### src/rss_pkg.sv
// Shared types and constants for the reservoir sampler.
// No dependencies; imported by every module of the block.
package rss_pkg;

    localparam int RESERVOIR_DEPTH = 32;
    localparam int IDX_W   = (RESERVOIR_DEPTH > 1) ? $clog2(RESERVOIR_DEPTH) : 1;
    localparam int CNT_W   = $clog2(RESERVOIR_DEPTH + 1);
    localparam int SIZE_W  = 6;
    localparam int FIELD_W = 64;
    localparam int RND_W   = 32;
    localparam int ADDR_W  = 3;
    localparam int DATA_W  = 32;

    localparam logic [ADDR_W-1:0] REG_RESERVOIR_SIZE = ADDR_W'(0);
    localparam logic [SIZE_W-1:0] SIZE_RESET         = SIZE_W'(32);

    typedef enum logic [2:0] {
        ST_IDLE,
        ST_DIV,
        ST_PICK,
        ST_SCAN,
        ST_SCAN_END,
        ST_LOAD,
        ST_OUT
    } rss_state_t;

    typedef struct packed {
        logic             start;
        logic [RND_W-1:0] dividend;
        logic [RND_W-1:0] divisor;
    } div_req_t;

    typedef struct packed {
        logic             done;
        logic [RND_W-1:0] remainder;
    } div_rsp_t;

    typedef struct packed {
        logic               clear;
        logic               cand_valid;
        logic [IDX_W-1:0]   cand_idx;
        logic               prev_valid;
        logic [FIELD_W-1:0] prev_ts;
        logic [FIELD_W-1:0] prev_id;
        logic [IDX_W-1:0]   prev_idx;
    } scan_ctrl_t;

endpackage

### src/rss_min_scan.sv
// Compare unit for the flush: tracks the smallest (timestamp, id, slot)
// above the last beat sent. Depends on rss_pkg.
module rss_min_scan
    import rss_pkg::*;
(
    input  logic               aclk,
    input  logic               aresetn,
    input  scan_ctrl_t         ctrl,
    input  logic [FIELD_W-1:0] cand_ts,
    input  logic [FIELD_W-1:0] cand_id,
    input  logic [FIELD_W-1:0] cand_pl,
    output logic               best_valid,
    output logic [FIELD_W-1:0] best_ts,
    output logic [FIELD_W-1:0] best_id,
    output logic [FIELD_W-1:0] best_pl,
    output logic [IDX_W-1:0]   best_idx
);

    localparam int KEY_W = 2 * FIELD_W + IDX_W;

    logic               valid_reg, valid_next;
    logic [FIELD_W-1:0] ts_reg, id_reg, pl_reg;
    logic [IDX_W-1:0]   idx_reg;
    logic [KEY_W-1:0]   cand_key, prev_key, best_key;
    logic               take;

    assign cand_key = {cand_ts, cand_id, ctrl.cand_idx};
    assign prev_key = {ctrl.prev_ts, ctrl.prev_id, ctrl.prev_idx};
    assign best_key = {ts_reg, id_reg, idx_reg};

    // slot index breaks ties, so of equal keys the lower slot wins
    assign take = ctrl.cand_valid
               && (!ctrl.prev_valid || cand_key > prev_key)
               && (!valid_reg || cand_key < best_key);

    always_comb begin
        valid_next = valid_reg;
        if (ctrl.clear) begin
            valid_next = 1'b0;
        end else if (take) begin
            valid_next = 1'b1;
        end
    end

    always_ff @(posedge aclk) begin
        if (!aresetn) begin
            valid_reg <= 1'b0;
        end else begin
            valid_reg <= valid_next;
        end
        if (take && !ctrl.clear) begin
            ts_reg  <= cand_ts;
            id_reg  <= cand_id;
            pl_reg  <= cand_pl;
            idx_reg <= ctrl.cand_idx;
        end
    end

    assign best_valid = valid_reg;
    assign best_ts    = ts_reg;
    assign best_id    = id_reg;
    assign best_pl    = pl_reg;
    assign best_idx   = idx_reg;

endmodule

### config.mk
export PLATFORM = sky130hd
export DESIGN_NAME = rss_min_scan
export DESIGN_NICKNAME = d
export VERILOG_FILES = /design/src/rss_pkg.sv /design/src/rss_min_scan.sv
export SDC_FILE = /design/constraint.sdc
export NUM_CORES = 1
export LEC_CHECK = 0
export ABC_AREA = 1
export BUFFER_PORTS_ARGS = -buffer_cell sky130_fd_sc_hd__buf_2
export CAP_MARGIN = 20
export CORE_AREA = 2 2 207 209
export CTS_BUF_LIST = sky130_fd_sc_hd__clkbuf_4 sky130_fd_sc_hd__clkbuf_8
export CTS_CLUSTER_DIAMETER = 150
export DETAILED_ROUTE_END_ITERATION = 8
export DIE_AREA = 0 0 209 211
export GPL_TIMING_DRIVEN = 0
export SETUP_SLACK_MARGIN = 0.15
export SYNTH_ARGS = -nofsm -noshare
export SYNTH_HDL_FRONTEND = slang
export SYNTH_SLANG_ARGS = --single-unit
export TNS_END_PERCENT = 100
### constraint.sdc
create_clock -name aclk -period 14.8 [get_ports aclk]
set_input_delay 0.74 -clock aclk [delete_from_list [all_inputs] [get_ports aclk]]
set_output_delay 0.74 -clock aclk [all_outputs]
set_load 0.01 [all_outputs]
==> metrics <==
CTS clk-pin slew, worst paths roughly 0.14 ns; CP Capture Type register; Avg WL per Cell 16.5 microns; final WL 40900 microns; Buffers on Ports around 530; Syn Area/Cell roughly 9.6 sq um; CTS sink cnt between 150 and 200; overall routing resource usage between 10% and 20%; share of layout cells above drive strength 1 a little over 30%; RSZ-0062 raised after global routing no; Clock Skew ~0.036 ns; max-capacitance violation count 0; post-route minimum period between 4 and 5 ns; largest net degree at the start of global routing 36; number of global-route vias before repair between 10000 and 15000; HP Start ctrl[134]; area grow syn2layout 29.6%; RR Startpoint best_id[19]; CTS tree built; maximum vdd ir drop 0.0000660 V; clock root buffer clkbuf_8; synthesized net count between 1500 and 2000; area of the mapped netlist 13100 sq um; PostCTS Resize Cnt 0; critical path's top delay family simple AND/OR/NAND/NOR gates; Max Fclk around 240 MHz; final hold violations 0; P_leak 9.01 nW; Ys Warns 0; I/O pins approximately 530; Filler cells 4195; post-DR vias/cell roughly 4.5; Netlist cell types 27; cell count after synthesis roughly 1400; NumNets Final roughly 2500; # Post-CTS Setup Buffers 0; CTS Buf Count 17; Worst-Margin Slew roughly 1.0 ns; starting density of the core a little under a third; Die X about 210 microns; arrival time worst endpoint around 4.4 ns; CORE AREA 41800 sq um; routability cong. 0.863; CP max-delay cell nor2_4; CP cell instances buf_2 > inv_1 > ha_1 > nand2_1 > nor2_2 > nand2_1 > nor2_1 > nand3_1 > nor2_1 > nand3_1 > nand3_1 > nor2_1 > nand2_1 > nand2_1 > nand2_2 > nand3_1 > nor2_4 > buf_12 > buf_12 > buf_12 > buf_12; critical path launch point type input port; drt drc 0; initial antenna violation count 4; largest fanout on the critical path 35; Final period util 27.8%; htree depth 4; crit path from ctrl[68]; CP peak stage delay 0.57 ns; GRT Residual Overflow 0; full die area 44100 sq um; max-slew violations 0; Detail Route Antenna Nets 0; std cell rows 75; DP Wirelength 34900 microns; final hold slack between 0.3 and 0.4 ns; routed via count approximately 11000; final setup fails 0; WP buf/inv 6; clk_lat worst skew around 0.61 ns; Seq cells post-synth a little under 200; outcome completed; first-pass GRT wire length 61300 microns; hold buffer count at CTS 0; Slew headroom 30.8%; WP data required ~15 ns; Pwr Total around 1.3 mW; Hold Path Class input port to register; WS Path Type input port to register; power per cell area 78.0 nW/um^2; initial DRC count ~550; Die Span Y around 210 microns; first drt pass iteration count 6; Max clock buf depth 2; post-synthesis sequential area ratio between 40% and 50%
==> state kept, by name, summed over array words and instances (netlist names) <==
signal / count
best_id: 64
best_idx: 5
best_pl: 64
best_ts: 64
best_valid: 1
==> area by class of cell <==
cell class	instances	area [sq um]	share of cell area (%)
flip-flops and latches	198	5940	35.0
clock inverters	14	176	1.04
clock buffers	17	234	1.38
inverters	310	1160	6.86
diodes	1	2.50	0.0147
repair buffers	538	2780	16.4
well taps	539	674	3.97
multi-input cells	857	6000	35.4
==> stage by stage <==
stage	setup WS, ns	TNS, ns	cells	instance area, sq um	utilization (%)
6_report	10.69	0	2474	17000	40.6
5_1_grt	10.36	0	2474	17000	40.6
4_1_cts	10.59	0	2473	17000	40.6
3_5_place_dp	9.97	0	2442	16600	39.7
3_3_place_gp	-1.19	-226.76	2436	16400	39.3
2_1_floorplan	3.83	0	1365	13100	-
==> worst reg2reg max path: stages (launching register included) <==
cell and delay, ns:
edfxtp_1 0.37, inv_1 0.05, ha_1 0.34, a21oi_1 0.28, o21ai_0 0.13, nand2_1 0.07
a21oi_1 0.06, nor2_1 0.17, nand2_1 0.08, nand2_1 0.05, nand2_1 0.14, nand2_1 0.10
nand3_1 0.10, nand2_1 0.09, nand3_1 0.10, nor2_4 0.57, buf_12 0.28, buf_12 0.24
buf_12 0.27, buf_12 0.26
==> synth_stat cells, drive strengths merged <==
| library cell | n | area, sq um |
|---|---|---|
| dfxtp | 1 | 20.0 |
| a21boi | 1 | 7.51 |
| a21o | 6 | 45.0 |
| and2 | 2 | 12.5 |
| nor4b | 1 | 8.76 |
| nand2 | 262 | 993 |
| nor3b | 2 | 15.0 |
| ha | 265 | 3320 |
| nor3 | 5 | 25.0 |
| nand3b | 2 | 15.0 |
| edfxtp | 197 | 5920 |
| o21bai | 4 | 30.0 |
| nor4 | 7 | 43.8 |
| nor2 | 92 | 375 |
| o21ai | 29 | 145 |
| nand4 | 16 | 100 |
| inv | 310 | 1160 |
| o211ai | 2 | 15.0 |
| o31ai | 1 | 7.51 |
| nand3 | 26 | 135 |
| o21a | 12 | 90.1 |
| a21oi | 122 | 614 |
==> cell families (layout without fill, tap and decap cells) <==
family / after synthesis / count (layout) / share of synthesized area, %
other cells: 0 / 1 / 0
buf+inv: 310 / 879 / 8.89
compound gates: 177 / 177 / 7.29
fa+ha+maj: 265 / 265 / 25.3
simple gates: 415 / 415 / 13.2
flops: 198 / 198 / 45.3
==> layer usage <==
metal / global-route usage [%] / wire [microns]
met3: 5.66 / 2710
met5: 0 / 38
met2: 32.1 / 20300
met1: 21.5 / 17000
met4: 6.53 / 857
==> placed cells by master (no fill, tap or decap), drive strengths merged, types with 7 or more instances in the layout <==
cell type,count
buf,538
inv,317
ha,265
nand2,262
edfxtp,197
a21oi,122
nor2,92
o21ai,29
nand3,26
clkbuf,17
nand4,16
o21a,12
nor4,7
==> final timing paths <==
check | endpoint | slack [ns] | cells after the start
setup / recovery | best_pl[24] | 10.69 | 21
hold / removal | best_idx[0] | 0.31 | 1
setup reg to reg | best_pl[24] | 10.74 | 19
hold reg to reg | best_valid | 0.50 | 2
==> power by group <==
group | total (mW) | switching, mW | internal (mW)
Combinational | 0.279 | 0.161 | 0.118
Sequential | 0.657 | 0.0102 | 0.647
Clock | 0.387 | 0.258 | 0.129
Power figures use the tool's default switching activity.
