File: src/rss_pkg.sv
// Shared types and constants for the reservoir sampler.
// No dependencies; imported by every module of the block.
package rss_pkg;

    localparam int RESERVOIR_DEPTH = 32;
    localparam int IDX_W   = (RESERVOIR_DEPTH > 1) ? $clog2(RESERVOIR_DEPTH) : 1;
    localparam int CNT_W   = $clog2(RESERVOIR_DEPTH + 1);
    localparam int SIZE_W  = 6;
    localparam int FIELD_W = 64;
    localparam int RND_W   = 32;
    localparam int ADDR_W  = 3;
    localparam int DATA_W  = 32;

    localparam logic [ADDR_W-1:0] REG_RESERVOIR_SIZE = ADDR_W'(0);
    localparam logic [SIZE_W-1:0] SIZE_RESET         = SIZE_W'(32);

    typedef enum logic [2:0] {
        ST_IDLE,
        ST_DIV,
        ST_PICK,
        ST_SCAN,
        ST_SCAN_END,
        ST_LOAD,
        ST_OUT
    } rss_state_t;

    typedef struct packed {
        logic             start;
        logic [RND_W-1:0] dividend;
        logic [RND_W-1:0] divisor;
    } div_req_t;

    typedef struct packed {
        logic             done;
        logic [RND_W-1:0] remainder;
    } div_rsp_t;

    typedef struct packed {
        logic               clear;
        logic               cand_valid;
        logic [IDX_W-1:0]   cand_idx;
        logic               prev_valid;
        logic [FIELD_W-1:0] prev_ts;
        logic [FIELD_W-1:0] prev_id;
        logic [IDX_W-1:0]   prev_idx;
    } scan_ctrl_t;

endpackage

File: src/rss_divider.sv
// Iterative restoring remainder unit, one quotient bit per cycle.
// Depends on rss_pkg.
module rss_divider
    import rss_pkg::*;
(
    input  logic     aclk,
    input  logic     aresetn,
    input  div_req_t req,
    output div_rsp_t rsp
);

    localparam int STEP_W = $clog2(RND_W);

    logic              busy_reg, busy_next;
    logic              done_reg, done_next;
    logic [STEP_W-1:0] step_reg, step_next;
    logic [RND_W-1:0]  dvd_reg, dvd_next;
    logic [RND_W-1:0]  dsr_reg, dsr_next;
    logic [RND_W:0]    rem_reg, rem_next;
    logic [RND_W:0]    trial;

    assign trial = {rem_reg[RND_W-1:0], dvd_reg[RND_W-1]};

    always_comb begin
        busy_next = busy_reg;
        done_next = 1'b0;
        step_next = step_reg;
        dvd_next  = dvd_reg;
        dsr_next  = dsr_reg;
        rem_next  = rem_reg;
        if (req.start) begin
            busy_next = 1'b1;
            step_next = '0;
            dvd_next  = req.dividend;
            dsr_next  = req.divisor;
            rem_next  = '0;
        end else if (busy_reg) begin
            dvd_next = dvd_reg << 1;
            if (trial >= {1'b0, dsr_reg}) begin
                rem_next = trial - {1'b0, dsr_reg};
            end else begin
                rem_next = trial;
            end
            step_next = step_reg + STEP_W'(1);
            if (step_reg == STEP_W'(RND_W - 1)) begin
                busy_next = 1'b0;
                done_next = 1'b1;
            end
        end
    end

    always_ff @(posedge aclk) begin
        if (!aresetn) begin
            busy_reg <= 1'b0;
            done_reg <= 1'b0;
            step_reg <= '0;
        end else begin
            busy_reg <= busy_next;
            done_reg <= done_next;
            step_reg <= step_next;
        end
        dvd_reg <= dvd_next;
        dsr_reg <= dsr_next;
        rem_reg <= rem_next;
    end

    assign rsp.done      = done_reg;
    assign rsp.remainder = rem_reg[RND_W-1:0];

endmodule

File: config.mk
export PLATFORM = sky130hd
export DESIGN_NAME = rss_divider
export DESIGN_NICKNAME = d
export VERILOG_FILES = /design/src/rss_pkg.sv /design/src/rss_divider.sv
export SDC_FILE = /design/constraint.sdc
export NUM_CORES = 1
export LEC_CHECK = 0
export BUFFER_PORTS_ARGS = -buffer_cell sky130_fd_sc_hd__buf_4
export CORE_ASPECT_RATIO = 0.5
export CORE_MARGIN = 3
export CORE_UTILIZATION = 40
export DETAILED_ROUTE_END_ITERATION = 12
export PLACE_DENSITY = 0.58
export SLEW_MARGIN = 20
export SYNTH_ARGS = -nofsm -noshare
export SYNTH_HDL_FRONTEND = slang
export SYNTH_SLANG_ARGS = --single-unit
File: constraint.sdc
create_clock -name aclk -period 4.2 [get_ports aclk]
set_clock_uncertainty 0.05 [all_clocks]
set_input_delay 0.21 -clock aclk [delete_from_list [all_inputs] [get_ports aclk]]
set_output_delay 0.21 -clock aclk [all_outputs]
set_load 0.03 [all_outputs]
==> run summary, run 1 <==
The flow ran to the end, and the final reports show no timing, DRC or antenna violations. Of the total power, the clock network draws 31.3%. The maximum number of pins on one net before global-route repair came out at 52. The initial utilization of the core area, before any placement, comes to 41.8%. After layout, the worst setup slack is 806 ps.

The core footprint is 13800 µm². TritonCTS built the clock tree. The start-to-end type of the worst setup path is reg2reg. The detailed-router iteration count before antenna repair is 4. The total chip power is 2.69 mW. The iteration-0 DRC count of the detailed router came out at 245. The switching share of total power is 29.9%. Counting flops with a built-in enable in the synthesized netlist gives 64. The number of global-route vias before repair came out at 4410.

The setup TNS after final layout is 0 ps. The yosys synthesis warning count is 0. The number of nets handed over by synthesis was 652. The fraction of synthesized cell area taken by the top area cell type is 33.3%.

The analysis attributes to net switching a power of 0.804 mW. The number of nets in the finished design came out at 779. Yosys attributes the largest share of cell area to sky130_fd_sc_hd__edfxtp_1 33%, sky130_fd_sc_hd__dfxtp_1 14%, sky130_fd_sc_hd__ha_1 7.4%. Setup repair after global routing left no endpoint under its margin. In the detailed route, the total length drawn on met2 is 5580 µm.

The number of maximum-capacitance constraint violations is 0. The boundary pin count is 100. The achievable frequency is 0.295 GHz.

The clock transition at the registers of the reported paths is 80 ps. In the routed design, unresolved DRC markers number 0. The pin slew with the least headroom to its limit came out at 750 ps. At the placement stage, the worst setup path has a slack of 824 ps. The proportion of layout cells with a drive suffix above 1 is 25.2%.

Summing over every cut layer, the via total after detailed routing is 4388. The number of sinks handled by clock tree synthesis is 103. The share of flip-flops with an asynchronous set or reset is 0%.

The min-delay analysis places its worst path in the category in2reg. Data on the critical path is required at its endpoint by 4400 ps. The final instance area came out at 7330 µm². The normalized max-slew margin came out at 49.8%. The average size of a mapped cell is 10.5 µm². The post-synthesis cell type count came out at 54. The instance count after placement with tap cells included is 826. In this run the power density over the cells is 367 nW/µm². The root buffer cell chosen for the clock tree is sky130_fd_sc_hd__clkbuf_16. Synthesis inferred 103 register bits. Routability-driven placement finished with a final weighted congestion of 0.798. The aggregate global routing overflow came out at 0. The width of the die came out at 176 µm. The cell count after synthesis came out at 550.

The max-slew violation total from the final report is 0. The sequential cell fraction of total power came out at 44.8%. The antenna cell count is 0. The initial antenna violation count is 0. The clock passes through at most 2 buffers. The number of rows created at floorplan came out at 30. The cell-internal power came out at 1.89 mW. The time the final worst path needs with I/O delays and setup is 3390 ps. The worst setup path is captured at a flip-flop. The largest total area in the synthesized netlist belongs to sky130_fd_sc_hd__edfxtp_1. After clock tree synthesis, the repair step resized 0 gates. The overall routing resource usage came out at 17.2%.

In the synthesized netlist the dominant register cell turns out to be sky130_fd_sc_hd__edfxtp_1. The number of routed nets with antenna violations came out at 0. STA classifies the critical path startpoint as a flip-flop. The full die area came out at 16000 µm². The H-tree was split into 3 levels. The final routed wire length divided by cell count is 15.0 µm. The met1 layer wirelength in the final routing came out at 6560 µm.

The number of endpoints failing setup at the final stage came out at 0. The post-synthesis instance area came out at 5780 µm². Along the worst path, the maximum fanout reaches 4. Sequential elements use 46.8% of the synthesized area. The die boundary height came out at 91.0 µm. The count of placed standard cells in the final layout, fillers left out is 874. The wire length on met3 came out at 890 µm. For this run, the share of the core covered by cells in the final layout is 53.1%. Data arrives at the worst endpoint at 3590 ps.

Dividing the detail-routed via count by the number of cells gives 5.02. The CTS buffer count is 9. The final layout contains routed wiring with a total length of 13200 µm.

For the worst-skew pair, the clock arrives at the later sink with an insertion delay of 360 ps. For this design the static power due to leakage is 3.14 nW. The total cell area at the placement stage came out at 6710 µm². Of the total power, combinational logic draws 23.9%. Hold timing on the final database bottoms out at a slack of 22.9 ps.

The signed area change from the synthesized netlist to the final layout is 26.9%. The worst vdd rail ir drop came out at 183 µV. The number of hold violations in the final report is 0. The first global-routing pass estimated 22100 µm of wire. The uppermost layer routed is met4. Dividing the final minimum period by the clock period gives 80.8%. The port buffer count came out at 99. The post-DP HPWL is 9410 µm.
synth_stat cells (all sizes together) (2+ instances only):
cell and n:
a211oi 15, buf 10, a211o 2, clkbuf 12, mux2i 11, nand2b 6
nand4 6, o21a 6, xnor2 17, inv 42, and2 3, xor2 13
a311o 2, a32oi 3, mux2 34, a21oi 46, dfxtp 39, o21bai 4
a31oi 6, a311oi 3, a21o 11, o211ai 4, nor3 5, o21ai 30
ha 34, o31ai 3, and3 6, a22o 8, nand2 40, edfxtp 64
nor2b 6, nor2 46
kinds of logic after synthesis:
family,Yosys count,share of synthesized area [%]
AO/OA/AOI/OAI,149,18.0
XOR/XNOR,30,4.55
adder cells (fa/ha/maj),35,7.71
buffers and inverters,65,4.83
flip-flops,103,46.8
multiplexers,45,8.54
AND/OR/NAND/NOR,123,9.53
placed cells by master (no fill, tap or decap), types with 17 or more instances in the layout:
cell type,count
sky130_fd_sc_hd__dfxtp_1,39
sky130_fd_sc_hd__dlygate4sd3_1,32
sky130_fd_sc_hd__inv_1,42
sky130_fd_sc_hd__buf_4,106
sky130_fd_sc_hd__o21ai_0,19
sky130_fd_sc_hd__nor2_1,46
sky130_fd_sc_hd__nand2_1,40
sky130_fd_sc_hd__ha_1,34
sky130_fd_sc_hd__a21oi_1,43
sky130_fd_sc_hd__edfxtp_1,64
sky130_fd_sc_hd__mux2_2,32
sky130_fd_sc_hd__xnor2_1,17
worst paths after layout:
kind	slack, ps	cells after the start	start	endpoint
worst min register to register	450	2	rem_reg[2]	rem_reg[2]
worst max-delay path	810	13	dvd_reg[31]	rem_reg[28]
worst max register to register	810	13	dvd_reg[31]	rem_reg[28]
worst min-delay path	20	2	aresetn	busy_reg
what timing repair did:
action,4_1_cts,5_1_grt
endpoints found under the setup margin,0,0
hold buffers,32,0
endpoints found under the hold margin,32,0
setup buffers,0,0
routing by layer:
layer | up-vias | GRT usage (%)
met4 | 0 | 4.02
li1 | 2250 | -
met2 | 100 | 25.7
met1 | 2029 | 24.0
met3 | 9 | 5.93
met5 | - | 0
power by group through the flow:
stage,logic (mW),clock network [mW],registers (mW)
2_1_floorplan,0.404,0,1.26
3_3_place_gp,0.614,0,1.23
3_5_place_dp,0.618,0,1.23
4_1_cts,0.646,0.872,1.21
5_1_grt,0.713,0.912,1.22
6_report,0.642,0.843,1.21
area by class of cell:
type | instances | area, µm²
Fill cell | 1282 | 6480
Multi-Input combinational cell | 382 | 2810
Sequential cell | 103 | 2700
Timing Repair Buffer | 138 | 1120
Tap cell | 192 | 240
Clock buffer | 10 | 239
Inverter | 43 | 163
Clock inverter | 6 | 62.6
worst max-delay path, stage by stage, from the launching register on:
cell and delay [ps]:
sky130_fd_sc_hd__edfxtp_1 380, sky130_fd_sc_hd__inv_1 70, sky130_fd_sc_hd__ha_1 170, sky130_fd_sc_hd__inv_1 60, sky130_fd_sc_hd__fa_1 400, sky130_fd_sc_hd__a21oi_1 240, sky130_fd_sc_hd__o211ai_1 140, sky130_fd_sc_hd__a41oi_1 500
sky130_fd_sc_hd__a21oi_1 230, sky130_fd_sc_hd__a21o_1 270, sky130_fd_sc_hd__a311o_1 350, sky130_fd_sc_hd__a21oi_1 180, sky130_fd_sc_hd__xor2_1 150, sky130_fd_sc_hd__o21ai_0 90
No activity file was read; power rests on OpenSTA's default activity.
==> run 2, diff against run 1 <==
==> constraint.sdc (replaced) <==
create_clock -name aclk -period 3.25 [get_ports aclk]
set_clock_uncertainty 0.05 [all_clocks]
set_input_delay 0.1625 -clock aclk [delete_from_list [all_inputs] [get_ports aclk]]
set_output_delay 0.1625 -clock aclk [all_outputs]
set_load 0.03 [all_outputs]
==> run summary, run 2 (synthesis gave the netlist of run 1 again) <==
The flow ran to the end, and the final reports show no timing, DRC or antenna violations. The post-placement worst setup slack was 119 ps (-706 ps). The most common cell after layout, fill and taps aside is sky130_fd_sc_hd__buf_4.

In the layout the commonest cells are 110 x sky130_fd_sc_hd__buf_4, 64 x sky130_fd_sc_hd__edfxtp_1, 46 x sky130_fd_sc_hd__nor2_1. The number of global-route vias before repair is 4354 (-1.3%). The length in cells of the worst reg-to-reg path is 13 (unchanged). The clock latency of the later-clocked register in the worst-skew pair was 360 ps (about the same). The normalized max-slew margin is 65.0% (+15 points).

The routed wire length is 13400 µm (+1.6%). The detailed-router iteration count before antenna repair is 4 (unchanged). The antenna cell count came out at 0 (unchanged).

The power density normalized to cell area came out at 474 nW/µm² (+29%). The width of the die came out at 176 µm (unchanged). The slack of the worst reg-to-reg path came out at 220 ps (-580 ps).

The via count came to 4416 (+0.64%). The number of maximum-capacitance constraint violations is 0 (unchanged). The post-DP HPWL is 9480 µm (+0.73%). TritonCTS built the clock tree.

The max-slew violation total from the final report came out at 0 (unchanged). The total cell area at the placement stage came to 6780 µm² (+1.1%). The time the final worst path needs with I/O delays and setup came to 3030 ps (-366 ps).

The share of the clock period used by the worst path after layout came out at 93.2% (+12 points). The number of endpoints failing setup at the final stage was 0 (unchanged). The maximum clock path buffer count came to 2 (unchanged). The iteration-0 DRC count of the detailed router is 238 (-2.9%). The boundary pin count is 100 (unchanged). The pin slew with the least headroom to its limit is 525 ps (-225 ps). The core footprint came out at 13800 µm² (unchanged).

The min-delay analysis places its worst path in the category in2reg. The number of nets in the finished design came out at 787 (+1.0%). STA classifies the critical path endpoint as a flip-flop. The setup TNS after final layout came out at 0 ps (unchanged). The worst path setup slack after routing is 222 ps (-584 ps).

The number of inserted filler cells in the final layout came out at 1304 (+1.7%). The final design utilization is 53.9% (+0.86 points). The final weighted congestion in routability-driven placement was 0.828 (+3.8%). The aggregate global routing overflow came out at 0 (unchanged). The clock root buffer is sky130_fd_sc_hd__clkbuf_16. The number of rows created at floorplan is 30 (unchanged).

The number of routed nets with antenna violations came out at 0 (unchanged). The start-to-end type of the worst setup path is reg2reg. The final instance area came out at 7450 µm² (+1.6%). The final hold slack is 33.7 ps (+10.8 ps). The clock transition at the registers of the reported paths came out at 80 ps (about the same). The maximum number of pins on one net before global-route repair was 63 (+21%). The initial antenna violation count came out at 0 (unchanged). The achievable frequency came out at 0.330 GHz (+12%). The worst reg2reg path endpoint is rem_reg[17]. The global-route wire length before repair is 21800 µm (-1.0%). The worst path arrival time came out at 3200 ps (-390 ps). The data required time of the worst path is 3420 ps (-980 ps).

The CTS buffer count came out at 9 (unchanged). The overall routing resource usage is 16.9% (-0.28 points). The leakage power figure is 3.19 nW (+1.8%). The number of sinks handled by clock tree synthesis is 103 (unchanged).

The initial standard-cell utilization of the core was 41.8% (unchanged). The worst vdd rail ir drop was 260 µV (+43%). STA classifies the critical path startpoint as a flip-flop. From synthesis to final layout, the design area changed by 28.9%. The final routed wire length divided by cell count came out at 15.1 µm (+0.67%). The average vias per placed instance is 5.01 (-0.27%). The detailed-route DRC error count is 0 (unchanged). The maximum fanout along the worst path came out at 20 (+16).

The full die area is 16000 µm² (unchanged). The port buffer count was 99 (unchanged). The die boundary height was 91.0 µm (unchanged). In this run the worst setup path begins at dsr_reg[7]. The number of hold violations in the final report is 0 (unchanged). The worst setup path endpoint is rem_reg[17]. The proportion of layout cells with a drive suffix above 1 is 26.2% (+1.0 points). Setup repair after global routing left no endpoint under its margin. In this run the critical register-to-register path is launched from dsr_reg[7]. The depth of the CTS H-tree was 3 (unchanged).
-- run 2: cell count changes in the layout (fill, tap and decap cells not counted), sizes merged --
cell | previous run | this run
inv | 44 | 45
clkinvlp | 0 | 1
dlygate4sd3 | 32 | 33
buf | 106 | 113
clkinv | 5 | 3
-- run 2: report_power, final --
part / internal, mW / switching [mW]
combinational: 0.398 / 0.466
sequential: 1.50 / 0.0532
clock: 0.583 / 0.528
-- run 2: worst max-delay path, stage by stage, from the launching register on --
cell                       delay, ps
sky130_fd_sc_hd__edfxtp_1        330
sky130_fd_sc_hd__inv_1            40
sky130_fd_sc_hd__ha_1            350
sky130_fd_sc_hd__and3_1          240
sky130_fd_sc_hd__nand4_1         160
sky130_fd_sc_hd__a21oi_2         260
sky130_fd_sc_hd__o21ai_2         140
sky130_fd_sc_hd__o31ai_4         340
sky130_fd_sc_hd__a311oi_4        150
sky130_fd_sc_hd__buf_4           170
sky130_fd_sc_hd__buf_12          150
sky130_fd_sc_hd__mux2_1          310
sky130_fd_sc_hd__mux2i_1         140
sky130_fd_sc_hd__nor2_1           50
-- run 2: metal layers --
metal,up-vias,part of all wire (%),track usage (%)
met2,75,44,25.9
met5,-,0,0
met4,0,0.91,3.69
met3,9,5.3,5.51
met1,2079,50,23.4
li1,2253,-,-
-- run 2: what timing repair did --
action                                  in CTS  in global routing
setup buffers                                0                  2
hold buffers                                33                  0
endpoints found under the hold margin       34                  0
resized for setup                            0                  2
endpoints found under the setup margin       0                  8
-- run 2: how the worst min path moves through the flow --
stage            start     endpoint  slack [ps]  cells after the start
2_1_floorplan   req[0]   dsr_reg[0]         210                      0
3_3_place_gp   req[14]  dsr_reg[14]         290                      1
3_5_place_dp   req[13]  dsr_reg[13]         290                      1
4_1_cts        req[32]   dvd_reg[0]          20                      2
5_1_grt        req[47]  dvd_reg[15]          40                      2
6_report       req[32]   dvd_reg[0]          30                      2
-- run 2: final cells by class --
class	count	area, µm²	area share [%]
repair buffers	146	1220	16.3
multi-input cells	382	2820	37.8
clock inverters	6	58.8	0.790
inverters	43	163	2.18
clock buffers	10	250	3.36
flip-flops and latches	103	2700	36.3
well taps	192	240	3.23
-- run 2: stage by stage --
step           instances  total power [mW]
2_1_floorplan        550              2.15
3_3_place_gp         831              2.40
3_5_place_dp         831              2.41
4_1_cts              880              3.57
5_1_grt              882              3.72
6_report             882              3.53
==> run 3, diff against run 2 <==
==> constraint.sdc (replaced) <==
create_clock -name aclk -period 3.8 [get_ports aclk]
set_clock_uncertainty 0.05 [all_clocks]
set_input_delay 0.19 -clock aclk [delete_from_list [all_inputs] [get_ports aclk]]
set_output_delay 0.19 -clock aclk [all_outputs]
set_load 0.03 [all_outputs]
==> run summary, run 3 (synthesis gave the netlist of run 1 again) <==
The maximum fanout along the worst path came to 4 (-80%). The tree is rooted in a sky130_fd_sc_hd__clkbuf_16. The clock transition at the registers of the reported paths came to 80 ps (about the same).

The overall routing resource usage came to 16.8% (-0.11 points). The critical path is of the reg2reg type. Setup repair after global routing left no endpoint under its margin. The setup TNS after final layout is 0 ps (unchanged). The CTS buffer count came out at 9 (unchanged). The area occupied by registers came out at 2700 µm² (unchanged). The min-delay analysis places its worst path in the category in2reg. The global-route met3 utilization is 5.56% (+0.042 points). TritonCTS built the clock tree. The final routed wire length divided by cell count is 15.0 µm (-1.3%). The largest stage delay on the critical path was 420 ps (+70 ps).

The number of maximum-capacitance constraint violations came to 0 (unchanged). The slowest stage of the critical path belongs to the cell sky130_fd_sc_hd__edfxtp_1. The power density normalized to cell area is 413 nW/µm² (-13%). Among the stages of the critical path, the cell type that occurs most often is sky130_fd_sc_hd__a21oi_1. STA classifies the critical path startpoint as a flip-flop. The boundary pin count came to 100 (unchanged).

The number of routed nets with antenna violations came to 0 (unchanged). The detailed-route DRC error count is 0 (unchanged). The full die area came out at 16000 µm² (unchanged). The share of the clock period used by the worst path after layout is 87.8% (-5.3 points).

The maximum clock path buffer count is 2 (unchanged). The number of nets in the finished design came to 781 (-0.76%). The achievable frequency came to 0.300 GHz (-9.3%). The global-route wire length before repair came out at 21700 µm (-0.79%). The die boundary height is 91.0 µm (unchanged). The number of sinks handled by clock tree synthesis came out at 103 (unchanged).

The antenna cell count is 0 (unchanged). The aggregate global routing overflow is 0 (unchanged). The clock latency of the later-clocked register in the worst-skew pair was 360 ps (about the same). The width of the die came to 176 µm (unchanged). The time the final worst path needs with I/O delays and setup was 3340 ps (+310 ps). The max-slew violation total from the final report came to 0 (unchanged). The met1 capacity usage during global routing came out at 23.6% (+0.20 points). In this run the most used layer during global routing was met2. The depth of the CTS H-tree is 3 (unchanged). The initial standard-cell utilization of the core came out at 41.8% (unchanged). The pin slew with the least headroom to its limit came out at 713 ps (+188 ps).

The total chip power came out at 3.04 mW (-14%). The data required time of the worst path is 3980 ps (+560 ps). The footprint of the multi-input gates came to 2810 µm² (-0.40%). The normalized max-slew margin is 52.5% (-13 points). The iteration-0 DRC count of the detailed router came out at 238 (unchanged). The proportion of layout cells with a drive suffix above 1 came out at 25.3% (-0.94 points). The number of inserted filler cells in the final layout came out at 1294 (-0.77%).

The worst vdd rail ir drop was 201 µV (-23%). The final design utilization is 53.3% (-0.59 points). The kind of end point of the critical path is a flip-flop.

The maximum number of pins on one net before global-route repair is 55 (-13%). The signal on the critical path passes through inv_1 > ha_1 > inv_1 > fa_1 > a21oi_1 > o211ai_1 > a41oi_1 > buf_4 > a21oi_1 > a21o_1 > a311o_1 > a21oi_1 > xor2_1 > o21ai_0. The port buffer count came out at 99 (unchanged).

The leakage power figure is 3.16 nW (-1.0%). The worst path arrival time is 3520 ps (+320 ps). The library cell used most frequently in the layout, excluding fill and tap cells, is sky130_fd_sc_hd__buf_4. The number of hold violations in the final report came out at 0 (unchanged). The met2 global-route usage was 25.3% (-0.61 points). Relative to the synthesized area, the layout overhead comes to 27.5%. The routed wire length is 13100 µm (-1.9%).

The initial antenna violation count is 0 (unchanged). The via count is 4361 (-1.2%). The number of rows created at floorplan is 30 (unchanged). The flow ran to the end, and the final reports show no timing, DRC or antenna violations. The post-DP HPWL is 9450 µm (-0.34%).

The number of setup buffers added after CTS was 0 (unchanged). In the layout the commonest cells are 107 x sky130_fd_sc_hd__buf_4, 64 x sky130_fd_sc_hd__edfxtp_1, 46 x sky130_fd_sc_hd__nor2_1. The detailed-router iteration count before antenna repair is 4 (unchanged). The final weighted congestion in routability-driven placement is 0.839 (+1.3%).

The core footprint came out at 13800 µm² (unchanged). The average vias per placed instance came to 4.98 (-0.57%). The number of global-route vias before repair came out at 4233 (-2.8%).

The number of endpoints failing setup at the final stage came to 0 (unchanged).
## run 3: worst max-delay path: cells and delay by family (launching register included)
kind,cells,cell delay (ps)
AOI/OAI and AO/OA,8,1720
xor gates and xnor gates,1,160
adders and majority gates,2,580
buffers and inverters,3,310
DFF,1,420
## run 3: power by group
part           switching, mW  internal, mW  total, mW  leakage, nW
clock network          0.438         0.561      0.999        0.162
registers             0.0450          1.29       1.33        0.954
logic                  0.389         0.321      0.710         2.04
## run 3: final cells by class
| type | count | share of cell area [%] |
|---|---|---|
| Clock buffer | 10 | 3.40 |
| Sequential cell | 103 | 36.7 |
| Timing Repair Buffer | 140 | 15.4 |
| Clock inverter | 6 | 0.968 |
| Inverter | 43 | 2.21 |
| Tap cell | 192 | 3.26 |
| Multi-Input combinational cell | 382 | 38.1 |
## run 3: path summary, 6_finish.rpt
kind               startpoint          end  slack [ps]  cells after the start
setup / recovery  dvd_reg[31]  rem_reg[28]         460                     14
hold / removal        req[56]  dvd_reg[24]          80                      2
setup reg to reg  dvd_reg[31]  rem_reg[28]         460                     14
hold reg to reg    rem_reg[2]   rem_reg[2]         440                      2
## run 3: through the flow
step / setup WS (ps) / std cells / cell area [µm²] / hold slack (ps)
final: 462 / 876 / 7370 / 83.0
after detailed placement: 529 / 827 / 6710 / 319
after global routing: 170 / 876 / 7370 / 71.7
after floorplan: 839 / 550 / 5780 / 239
after global placement: 516 / 827 / 6710 / 318
after CTS: 482 / 876 / 7370 / 71.1
## run 3: per-layer routing
layer  part of all wire (%)  vias up
li1                       -     2249
met1                     50     2020
met2                     43       84
met3                    6.3        8
met4                   0.82        0
met5                      0        -
## run 3: what timing repair did
action / in CTS / in global routing
hold buffers: 33 / 0
resized for setup: 0 / 0
setup endpoints to repair: 0 / 0
endpoints found under the hold margin: 33 / 0
